[src/h2rgb_pkg.sv]
package h2rgb_pkg;

  localparam int unsigned UnitQ14        = 16384;
  localparam int unsigned FullTurn       = 360;
  localparam int unsigned SectorSpan     = 60;
  localparam int unsigned ChannelMax     = 255;
  localparam int unsigned FracOne        = 65536;
  // hue + 32768 is offset by 8 mod 360; adding 352 restores the residue
  localparam int unsigned HueOffset      = 352;
  // floor(2^24 / 360): quotient estimate is exact or one low
  localparam int unsigned TurnRecip      = 46603;
  localparam int unsigned TurnRecipShift = 24;

  typedef logic [15:0] frac_lut_t [SectorSpan];

  function automatic frac_lut_t build_frac_lut();
    frac_lut_t lut;
    for (int i = 0; i < SectorSpan; i++) begin
      lut[i] = 16'((i * FracOne) / SectorSpan);
    end
    return lut;
  endfunction

  localparam frac_lut_t FracLut = build_frac_lut();

  typedef enum logic [2:0] {
    SEC_R_TO_Y,
    SEC_Y_TO_G,
    SEC_G_TO_C,
    SEC_C_TO_B,
    SEC_B_TO_M,
    SEC_M_TO_R
  } sector_t;

  typedef struct packed {
    logic signed [15:0] hue_degrees;
    logic signed [15:0] saturation;
    logic signed [15:0] brightness;
  } in_item_t;

  typedef struct packed {
    logic [7:0] red;
    logic [7:0] green;
    logic [7:0] blue;
  } out_item_t;

endpackage

[src/hsv_to_rgb_converter.sv]
// HSV to RGB pixel converter.
// Input: drive in_item and raise start; the item is taken at a clock edge
// where start is high and busy is low. busy is high during reset and for the
// first cycle after it, so a new pixel can be taken on every clock after that.
// Hue is any signed degree value (reduced mod 360); saturation and
// brightness are signed Q2.14, clamped to 0..1.
// Output: out_valid is high for one cycle with red/green/blue on out_item.
// Pipeline: seven register stages, the last being the output register.
// Throughput: one pixel per cycle once busy is low; the per-stage
// multipliers (hue reciprocal, V*(1-S), S*f, V*(1-S*f)) set the stage split.
// Reset (synchronous, active low) clears all valid bits; items in flight
// are dropped and out_valid is low afterwards.
// The receiver cannot stall: each result is shown for exactly one cycle
// and must be taken then.
module hsv_to_rgb_converter (
  input  logic                 clk,
  input  logic                 rst_n,
  input  logic                 start,
  output logic                 busy,
  input  h2rgb_pkg::in_item_t  in_item,
  output logic                 out_valid,
  output h2rgb_pkg::out_item_t out_item
);
  import h2rgb_pkg::*;

  logic        busy_r;
  logic        accept;
  logic [5:0]  vld_r;
  logic        out_valid_r;
  out_item_t   out_item_r;
  out_item_t   out_item_nxt;

  // stage 1
  logic [16:0] x1_nxt, x1_r;
  logic [32:0] hq_prod;
  logic [7:0]  qe1_nxt, qe1_r;
  logic [14:0] s1_nxt, s1_r, v1_nxt, v1_r;
  // stage 2
  logic [16:0] hue_w;
  logic [8:0]  hue2_nxt, hue2_r;
  logic [29:0] p_prod;
  logic [14:0] p2_nxt, p2_r, s2_r, v2_r;
  // stage 3
  sector_t     sec3_nxt, sec3_r;
  logic [8:0]  base3;
  logic [5:0]  rem3_nxt, rem3_r;
  logic [14:0] p3_r, s3_r, v3_r;
  // stage 4
  logic [15:0] f4_nxt, f4_r;
  logic [16:0] g4_nxt, g4_r;
  logic [14:0] p4_r, s4_r, v4_r;
  sector_t     sec4_r;
  // stage 5
  logic [30:0] s_f_prod;
  logic [31:0] sg_prod;
  logic [14:0] qa5_nxt, qa5_r, ta5_nxt, ta5_r, p5_r, v5_r;
  sector_t     sec5_r;
  // stage 6
  logic [29:0] q_prod, t_prod;
  logic [14:0] q6_nxt, q6_r, t6_nxt, t6_r, p6_r, v6_r;
  sector_t     sec6_r;
  // stage 7
  logic [14:0] r_comp, g_comp, b_comp;
  logic [22:0] r_scl, g_scl, b_scl;

  assign accept    = start & ~busy_r;
  assign busy      = busy_r;
  assign out_valid = out_valid_r;
  assign out_item  = out_item_r;

  function automatic logic [14:0] clamp_unit(logic signed [15:0] val);
    logic [14:0] res;
    if (val[15]) begin
      res = '0;
    end else if (val > 16'(UnitQ14)) begin
      res = 15'(UnitQ14);
    end else begin
      res = val[14:0];
    end
    return res;
  endfunction

  function automatic logic [7:0] to_channel(logic [22:0] scaled);
    return scaled[21:14];
  endfunction

  always_ff @(posedge clk) begin
    if (!rst_n) begin
      busy_r      <= 1'b1;
      vld_r       <= '0;
      out_valid_r <= 1'b0;
    end else begin
      busy_r      <= 1'b0;
      vld_r       <= {vld_r[4:0], accept};
      out_valid_r <= vld_r[5];
    end
  end

  // stage 1: hue offset, reciprocal quotient estimate, clamps
  always_comb begin
    x1_nxt  = 17'({~in_item.hue_degrees[15], in_item.hue_degrees[14:0]}) + 17'(HueOffset);
    hq_prod = 33'(x1_nxt) * 33'(TurnRecip);
    qe1_nxt = hq_prod[TurnRecipShift +: 8];
    s1_nxt  = clamp_unit(in_item.saturation);
    v1_nxt  = clamp_unit(in_item.brightness);
  end

  // stage 2: hue mod 360 with one correction, p
  always_comb begin
    hue_w    = x1_r - 17'(qe1_r) * 17'(FullTurn);
    hue2_nxt = (hue_w >= 17'(FullTurn)) ? 9'(hue_w - 17'(FullTurn)) : 9'(hue_w);
    p_prod   = 30'(v1_r) * 30'(15'(UnitQ14) - s1_r);
    p2_nxt   = p_prod[28:14];
  end

  // stage 3: sector and remainder
  always_comb begin
    priority if (hue2_r < 9'(SectorSpan)) begin
      sec3_nxt = SEC_R_TO_Y;
      base3    = 9'd0;
    end else if (hue2_r < 9'(2 * SectorSpan)) begin
      sec3_nxt = SEC_Y_TO_G;
      base3    = 9'(SectorSpan);
    end else if (hue2_r < 9'(3 * SectorSpan)) begin
      sec3_nxt = SEC_G_TO_C;
      base3    = 9'(2 * SectorSpan);
    end else if (hue2_r < 9'(4 * SectorSpan)) begin
      sec3_nxt = SEC_C_TO_B;
      base3    = 9'(3 * SectorSpan);
    end else if (hue2_r < 9'(5 * SectorSpan)) begin
      sec3_nxt = SEC_B_TO_M;
      base3    = 9'(4 * SectorSpan);
    end else begin
      sec3_nxt = SEC_M_TO_R;
      base3    = 9'(5 * SectorSpan);
    end
    rem3_nxt = 6'(hue2_r - base3);
  end

  // stage 4: fraction and its complement
  always_comb begin
    f4_nxt = FracLut[rem3_r];
    g4_nxt = 17'(FracOne) - 17'(f4_nxt);
  end

  // stage 5: 1 - S*f and 1 - S*(1-f)
  always_comb begin
    s_f_prod = 31'(s4_r) * 31'(f4_r);
    sg_prod  = 32'(s4_r) * 32'(g4_r);
    qa5_nxt  = 15'(UnitQ14) - s_f_prod[30:16];
    ta5_nxt  = 15'(UnitQ14) - sg_prod[30:16];
  end

  // stage 6: q and t
  always_comb begin
    q_prod = 30'(v5_r) * 30'(qa5_r);
    t_prod = 30'(v5_r) * 30'(ta5_r);
    q6_nxt = q_prod[28:14];
    t6_nxt = t_prod[28:14];
  end

  // stage 7: channel order and scaling by 255
  always_comb begin
    unique case (sec6_r)
      SEC_Y_TO_G: begin
        r_comp = q6_r; g_comp = v6_r; b_comp = p6_r;
      end
      SEC_G_TO_C: begin
        r_comp = p6_r; g_comp = v6_r; b_comp = t6_r;
      end
      SEC_C_TO_B: begin
        r_comp = p6_r; g_comp = q6_r; b_comp = v6_r;
      end
      SEC_B_TO_M: begin
        r_comp = t6_r; g_comp = p6_r; b_comp = v6_r;
      end
      SEC_M_TO_R: begin
        r_comp = v6_r; g_comp = p6_r; b_comp = q6_r;
      end
      default: begin
        r_comp = v6_r; g_comp = t6_r; b_comp = p6_r;
      end
    endcase
    r_scl = {r_comp, 8'd0} - 23'(r_comp);
    g_scl = {g_comp, 8'd0} - 23'(g_comp);
    b_scl = {b_comp, 8'd0} - 23'(b_comp);
    out_item_nxt.red   = to_channel(r_scl);
    out_item_nxt.green = to_channel(g_scl);
    out_item_nxt.blue  = to_channel(b_scl);
  end

  always_ff @(posedge clk) begin
    x1_r   <= x1_nxt;
    qe1_r  <= qe1_nxt;
    s1_r   <= s1_nxt;
    v1_r   <= v1_nxt;

    hue2_r <= hue2_nxt;
    p2_r   <= p2_nxt;
    s2_r   <= s1_r;
    v2_r   <= v1_r;

    sec3_r <= sec3_nxt;
    rem3_r <= rem3_nxt;
    p3_r   <= p2_r;
    s3_r   <= s2_r;
    v3_r   <= v2_r;

    f4_r   <= f4_nxt;
    g4_r   <= g4_nxt;
    sec4_r <= sec3_r;
    p4_r   <= p3_r;
    s4_r   <= s3_r;
    v4_r   <= v3_r;

    qa5_r  <= qa5_nxt;
    ta5_r  <= ta5_nxt;
    sec5_r <= sec4_r;
    p5_r   <= p4_r;
    v5_r   <= v4_r;

    q6_r   <= q6_nxt;
    t6_r   <= t6_nxt;
    sec6_r <= sec5_r;
    p6_r   <= p5_r;
    v6_r   <= v5_r;

    out_item_r <= out_item_nxt;
  end

endmodule

[config.mk]
export PLATFORM = sky130hd
export DESIGN_NAME = hsv_to_rgb_converter
export DESIGN_NICKNAME = d
export VERILOG_FILES = /design/src/h2rgb_pkg.sv /design/src/hsv_to_rgb_converter.sv
export SDC_FILE = /design/constraint.sdc
export NUM_CORES = 2
export LEC_CHECK = 0
export BUFFER_PORTS_ARGS = -buffer_cell sky130_fd_sc_hd__buf_4
export CELL_PAD_IN_SITES_DETAIL_PLACEMENT = 1
export CELL_PAD_IN_SITES_GLOBAL_PLACEMENT = 2
export CORE_ASPECT_RATIO = 0.6
export CORE_MARGIN = 2
export CORE_UTILIZATION = 42
export CTS_CLUSTER_DIAMETER = 50
export CTS_CLUSTER_SIZE = 25
export DETAILED_ROUTE_END_ITERATION = 16
export GPL_ROUTABILITY_DRIVEN = 0
export GPL_TIMING_DRIVEN = 0
export PLACE_DENSITY_LB_ADDON = 0.25
export SYNTH_ARGS = -nofsm -noshare
export SYNTH_HDL_FRONTEND = slang
export SYNTH_SLANG_ARGS = --single-unit
[constraint.sdc]
create_clock -name clk -period 16.9 [get_ports clk]
set_input_delay 3.38 -clock clk [delete_from_list [all_inputs] [get_ports clk]]
set_output_delay 3.38 -clock clk [all_outputs]
set_load 0.02 [all_outputs]
==> Yosys cells after proc, flatten, opt, wreduce, memory -nomap -nowiden <==
Memories as Yosys holds them, arrays and structs flattened.
Index checks and enable logic that the tools add are counted.
{ "totals": {"wordCells": 102, "regBits": 402, "inputBits": 51, "romBits": 1024, "output_inout_bits": 26, "memories": 1} }
{ "mem_list": {"columns": ["memory", "words", "width", "read_ports", "rd_ports_with_merged_regs", "write_ports", "line", "source"], "rows": [
  ["(no name shown)", 64, 16, 1, 0, 0, "hsv_to_rgb_converter.sv:142", "f4_nxt = FracLut[rem3_r];"]
]} }
{ "op_classes": {"n_mux": 18, "add_sub_neg": 11, "multipliers": 7, "n_lt_le_gt_ge": 9, "bitwise_logic": 4, "n_reduce_logical": 8, "eq_ne": 5} }
{ "op_table": {"columns": ["cell", "count"], "rows": [
  ["15-bit one-hot mux with 3 select lines", 3],
  ["22-bit by 15-bit subtractor with 22-bit output", 3],
  ["15-bit by 15-bit multiplier with 29-bit output", 2],
  ["16-bit by 15-bit > comparator with 1-bit output, second input constant", 2],
  ["17-bit by 16-bit multiplier with 32-bit output, second input constant", 1],
  ["16-bit two-way mux", 2],
  ["15-bit by 16-bit multiplier with 31-bit output", 1],
  ["15-bit by 17-bit multiplier with 31-bit output", 1],
  ["15-bit two-way mux", 2],
  ["15-bit subtractor, first input constant", 2],
  ["16-bit by 16-bit multiplier with 29-bit output", 1],
  ["6-bit two-way mux", 4],
  ["9-bit by 8-bit < comparator with 1-bit output, second input constant", 2],
  ["16-bit by 9-bit adder with 17-bit output, second input constant", 1],
  ["17-bit by 9-bit greater-or-equal comparator with 1-bit output, second input constant", 1],
  ["17-bit by 16-bit subtractor with 17-bit output, first input constant", 1],
  ["17-bit subtractor", 1],
  ["15-bit by 15-bit subtractor with 16-bit output, first input constant", 1],
  ["8-bit by 6-bit multiplier with 14-bit output, second input constant", 1],
  ["2-bit OR reduction", 7],
  ["9-bit by 6-bit < comparator with 1-bit output, second input constant", 1],
  ["9-bit by 7-bit < comparator with 1-bit output, second input constant", 1],
  ["9-bit < comparator, second input constant", 1],
  ["9-bit two-way mux", 1],
  ["other kinds (13)", 19]
]} }

==> Longest topological paths before layout <==
{ "logic_depth": {"depth_word": 7, "depth_mapped": 32, "ltp_nobuf": 31} }

==> Worst setup path before layout <==
Ideal clock, no wire load.
{ "synth_path": {"path_kind": "input-to-reg", "startpoint": "in in_item[37] (netlist name)", "endpoint": "reg qe1_r[7]", "path_buffers": 0, "required_ns": 16.779, "arrival_ns": 8.611, "cell_stages": 25, "setup_ns": 0.121, "path_slack_ns": 8.169, "cell_sequence": "inv_1 ha_1 inv_1 a21oi_1 nor2_1 nand3_1 xnor2_1 ha_1 fa_1 inv_1 fa_1 inv_1 fa_1 ha_1 ha_1 ha_1 and3_1 nand4_1 or2_2 a31oi_1 o211ai_1 a21boi_0 o21a_1 nor2_1 xnor2_1"} }
{ "synth_via": {"elab_chain_cells": 2} }
{ "synth_lines": {"columns": ["element", "line", "source"], "rows": [
  ["start: declaration", "hsv_to_rgb_converter.sv:20", "input h2rgb_pkg::in_item_t in_item,"],
  ["16-bit by 9-bit adder with 17-bit output", "hsv_to_rgb_converter.sv:101", "x1_nxt = 17'({~in_item.hue_degrees[15], in_item.hue_degrees[14:0]}) + 17'(HueOffset);"],
  ["named net x1_nxt[13]", "hsv_to_rgb_converter.sv:34", "logic [16:0] x1_nxt, x1_r;"],
  ["17-bit by 16-bit multiplier with 32-bit output", "hsv_to_rgb_converter.sv:102", "hq_prod = 33'(x1_nxt) * 33'(TurnRecip);"],
  ["named net hq_prod[31]", "hsv_to_rgb_converter.sv:35", "logic [32:0] hq_prod;"],
  ["end signal: assignment", "hsv_to_rgb_converter.sv:194", "qe1_r <= qe1_nxt;"],
  ["end: declaration", "hsv_to_rgb_converter.sv:36", "logic [7:0] qe1_nxt, qe1_r;"]
]} }
The timed path passes the listed nets, and every way through them passes these cells.
A chain may end at the register's enable or synchronous reset.

==> Worst setup path after layout <==
{ "layout_path": {"startpoint": "reg s1_r[2]", "endpoint": "reg p2_r[14]"} }
{ "layout_via": {"elab_chain_cells": 2} }
{ "layout_lines": {"columns": ["element", "line", "source"], "rows": [
  ["start: declaration", "hsv_to_rgb_converter.sv:37", "logic [14:0] s1_nxt, s1_r, v1_nxt, v1_r;"],
  ["start signal: assignment", "hsv_to_rgb_converter.sv:195", "s1_r <= s1_nxt;"],
  ["15-bit by 15-bit subtractor with 16-bit output", "hsv_to_rgb_converter.sv:112", "p_prod = 30'(v1_r) * 30'(15'(UnitQ14) - s1_r);"],
  ["16-bit by 16-bit multiplier with 29-bit output", "hsv_to_rgb_converter.sv:112", null],
  ["named net p_prod[28]", "hsv_to_rgb_converter.sv:41", "logic [29:0] p_prod;"],
  ["end signal: assignment", "hsv_to_rgb_converter.sv:199", "p2_r <= p2_nxt;"],
  ["end: declaration", "hsv_to_rgb_converter.sv:42", "logic [14:0] p2_nxt, p2_r, s2_r, v2_r;"]
]} }
The timed path passes the listed nets, and every way through them passes these cells.

==> reports/results.txt <==
Leaving out fill and tap cells, the most frequent cell in the layout is inv_1. The fraction of synthesized cell area taken by the top area cell type was 0.353; the number of sinks driven by the clock tree was 385. On the worst path, the slowest cell contributes a delay of 0.95 ns.

The clock reaches the later pin of the worst-skew pair after 0.65 ns. The internal portion of the total power is 5.31 mW. The net count after synthesis was 6,940. Portion of total power attributed to combinational logic: 0.774. The share of async-settable or async-resettable flops after synthesis was 0. The run gives 7,056 as the total number of nets in the final design.

Input and output buffers added on the ports amount to 76. Counting cells, the worst reg-to-reg path comes to 29. The count of distinct cell types in the synthesized netlist is 88.

The floorplan has 98 rows. The worst register-to-register path has a setup slack of 7.07 ns. The fraction of the core area covered by cells at the end of the flow came out at 0.459. For the pin with the worst max-slew slack, the measured transition is 1.27 ns. The tools report the total I/O pin count as 77. The tree is rooted in a clkbuf_16. The analysis attributes to cell leakage a power of 27.9 nW.

On the final layout, the worst clock skew is 0.0827 ns. The tool flagged a number of max-cap violations equal to 0. Gates resized during post-CTS repair numbered 0. For the detailed-route wire length on metal 1, the log shows 77.1 mm. The tools report the via count of the first global-routing pass as 39,600.

The met2 wire length was 59.1 mm; the number of flip-flops under the largest register name was 24. The data arrival time of the worst path was 10.40 ns; the proportion of power drawn by flip-flops and latches was 0.142. The most numerous cell type found on the critical path is fa_1. Detailed placement finished with a half-perimeter wire length of 132 mm. Summed over all failing endpoints, the final setup total negative slack is 0 ns.

The kind of critical path is register to register. For this run, design rule violations remaining after detail routing come to 0. Dividing the detail-routed via count by the number of cells gives 5.09. The first detailed-routing pass took 7 iterations. Summed over all layers, the global routing overflow is 0.

The cell at the slowest stage of the critical path is o21ai_0. Setup repair after global routing left no endpoint under its margin. The tools report the end point of the worst hold path as v4_r[2]. In the layout the commonest cells are inv_1 (1,156), fa_1 (897), ha_1 (642), nand2_1 (617), and2_1 (434). TritonCTS built the clock tree.

The worst hold path begins at v3_r[2]. The core region is 120,000 sq um. Critical path launch point type: a register. The biggest area contributor in the post-synthesis netlist is fa_1. Yosys printed 0 warnings.

Synthesis produced a netlist whose cell count is 5,350. The share of layout cells above drive strength 1 came out at 0.0348. After synthesis, the cell types taking the most area are fa_1 (35%), ha_1 (16%), dfxtp_1 (15%). The logs give 17.46 ns for the required time at the worst-slack endpoint and 0 for the number of nets with antenna violations after detailed routing. Dividing the detail-routed wire length by the instance count gives 21.6 um. Once the clock tree was built, the setup fixing pass inserted 0 buffers.

For the total routing usage reported by global routing, the log shows 0.255. The detailed router placed 36,100 vias in this run. The run gives 0 as the hold violation count in the final report. The count of flip-flops with a built-in enable after synthesis was 0; the number of buffers added by the clock tree synthesis step was 38. Highest metal layer with signal wires: met5.

The worst relative slew slack came out at 0.146. Wire length reported by the detailed router: 153 mm. The run gives 7.07 ns as the final worst setup slack. The first global-routing pass estimated 240 mm of wire. After clock tree synthesis, the clock-pin slew on the worst setup and hold paths is 0.09 ns. The critical path runs through a total of 29 cells. The mapped netlist covers 50,800 sq um. Part of the cycle the worst path needs: 0.582. Across the VDD grid, the largest voltage drop is 0.367 mV.

OpenSTA, run right after detailed placement, puts the worst setup slack at 7.02 ns. The run finished with clean final reports. The share of power burned in the clock network is 0.084, and the starting density of the core is 0.425. The run gives 124,000 sq um as the die outline area. Relative to the synthesized area, the layout overhead comes to 7.90%.

Setup violations remaining at the end of the flow were counted as 0. Grouping stages by cell kind, the critical path spends the most delay in adder cells. The register area share after synthesis is 0.152. The die span in y is 274 um, and the maximum count of clock buffers along a single path is 3. The buffers plus inverters on the worst setup path is 3. The most common flop cell mapped by yosys is dfxtp_1. The cell depth of the worst hold path is 0, and the total count of max-transition violations in the final report is 0. The share of total power consumed by net switching is 0.536. Power per standard cell area: 209 nW/um^2. After detailed routing, the met3 layer carries 15.4 mm of wire. Entering global routing, the biggest net connects 26 pins. STA classifies the critical path endpoint as a register. For this design the total switching power over the nets is 6.14 mW. Derived from the worst setup path, the maximum achievable clock frequency is 0.102 GHz. The H-tree was split into 2 levels.

The filler cells instantiated in the layout total 13,600. The top fanout value on the critical path came out at 10. The tightest min-delay check is of the register to register type. Hold repair after CTS inserted 0 buffers.

The routed design could run at a clock period as short as 9.83 ns. The die is 453 um wide. Counting flops and latches in the post-synthesis netlist gives 385. The tools report the number of antenna violations at the first check in global routing as 9. DRC marker count from the first detailed-route iteration: 2,418.

The worst register-to-register path ends at p2_r[14]. The average instance in the mapped netlist occupies 9.50 sq um. The worst reg2reg path startpoint was s1_r[2].
## kinds of logic (layout without fill, tap and decap cells)
| family | Yosys count | count (layout) | share of synthesized area |
|---|---|---|---|
| mux | 9 | 9 | 0.00214 |
| flops | 385 | 385 | 0.152 |
| xor+xnor | 191 | 191 | 0.0329 |
| simple gates | 1409 | 1409 | 0.138 |
| buf+inv | 1335 | 1476 | 0.0988 |
| compound gates | 482 | 482 | 0.0655 |
| fa+ha+maj | 1539 | 1539 | 0.511 |
| other cells | 0 | 4 | 0 |
## synth_stat cells (7+ instances only)
library cell,n
a211oi_1,13
a21boi_0,9
a21o_1,44
a21oi_1,123
a221o_1,10
a221oi_1,24
a222oi_1,8
a22o_1,9
a2bb2oi_1,14
a31oi_1,20
and2_1,434
and3_1,31
buf_2,11
clkbuf_1,162
dfxtp_1,385
fa_1,897
ha_1,642
inv_1,1156
nand2_1,617
nand2b_1,15
nand3_1,38
nand3b_1,8
nand4_1,15
nor2_1,104
nor2b_1,19
nor3_1,45
nor4_1,17
o211ai_1,9
o21a_1,21
o21ai_0,77
o21bai_1,10
o31ai_1,7
or2_2,17
or3_1,16
or4_1,8
xnor2_1,139
xor2_1,52
## how the worst max path moves through the flow
stage               end  slack (ns)         from
2_1_floorplan  qe1_r[7]        8.17  in_item[37]
3_3_place_gp   qe1_r[7]        7.09  in_item[37]
3_5_place_dp   qe1_r[7]        7.02  in_item[37]
4_1_cts        p2_r[14]        7.07      s1_r[0]
5_1_grt        p2_r[14]        6.46      s1_r[0]
6_report       p2_r[14]        7.07      s1_r[2]
## layout make-up
| class | instances | area (sq um) | area share |
|---|---|---|---|
| clock buffers | 38 | 951 | 0.0173 |
| inverters | 1157 | 4340 | 0.0792 |
| clock inverters | 27 | 484 | 0.00883 |
| diodes | 4 | 10.0 | 0.000182 |
| well taps | 1600 | 2000 | 0.0365 |
| repair buffers | 76 | 571 | 0.0104 |
| multi-input cells | 3630 | 38100 | 0.695 |
| plain buffers | 178 | 682 | 0.0124 |
| flip-flops and latches | 385 | 7710 | 0.140 |
## stage by stage
step                instances  power, mW  instance area (sq um)  hold WS, ns
floorplan                5350       7.81                  50800        0.310
global placement         7026       10.2                  53400        0.310
detailed placement       7026       10.4                  53400        0.313
CTS                      7091       11.5                  54900        0.302
global route             7092       12.8                  54900        0.308
finish                   7095       11.4                  54900        0.297
## worst register-to-register path: cells and delay by family (launching register included)
| kind | cells | cell delay, ns |
|---|---|---|
| flip-flops | 1 | 0.40 |
| adder cells (fa/ha/maj) | 7 | 3.40 |
| AND/OR/NAND/NOR | 8 | 2.01 |
| buffers and inverters | 3 | 0.69 |
| AO/OA/AOI/OAI | 10 | 3.15 |
| XOR/XNOR | 1 | 0.13 |
## power by group through the flow
stage | sequential (mW) | combinational (mW) | clock, mW
final | 1.62 | 8.86 | 0.960
after floorplan | 1.43 | 6.38 | 0
after detailed placement | 1.62 | 8.81 | 0
after CTS | 1.60 | 8.91 | 0.991
after global placement | 1.62 | 8.55 | 0
after global routing | 1.64 | 10.1 | 1.03
## metal layers
metal | track usage | vias up
li1 | - | 16800
met3 | 0.0888 | 116
met4 | 0.0305 | 6
met2 | 0.346 | 929
met5 | 0 | -
met1 | 0.394 | 18300
No activity file was read; power rests on OpenSTA's default activity.
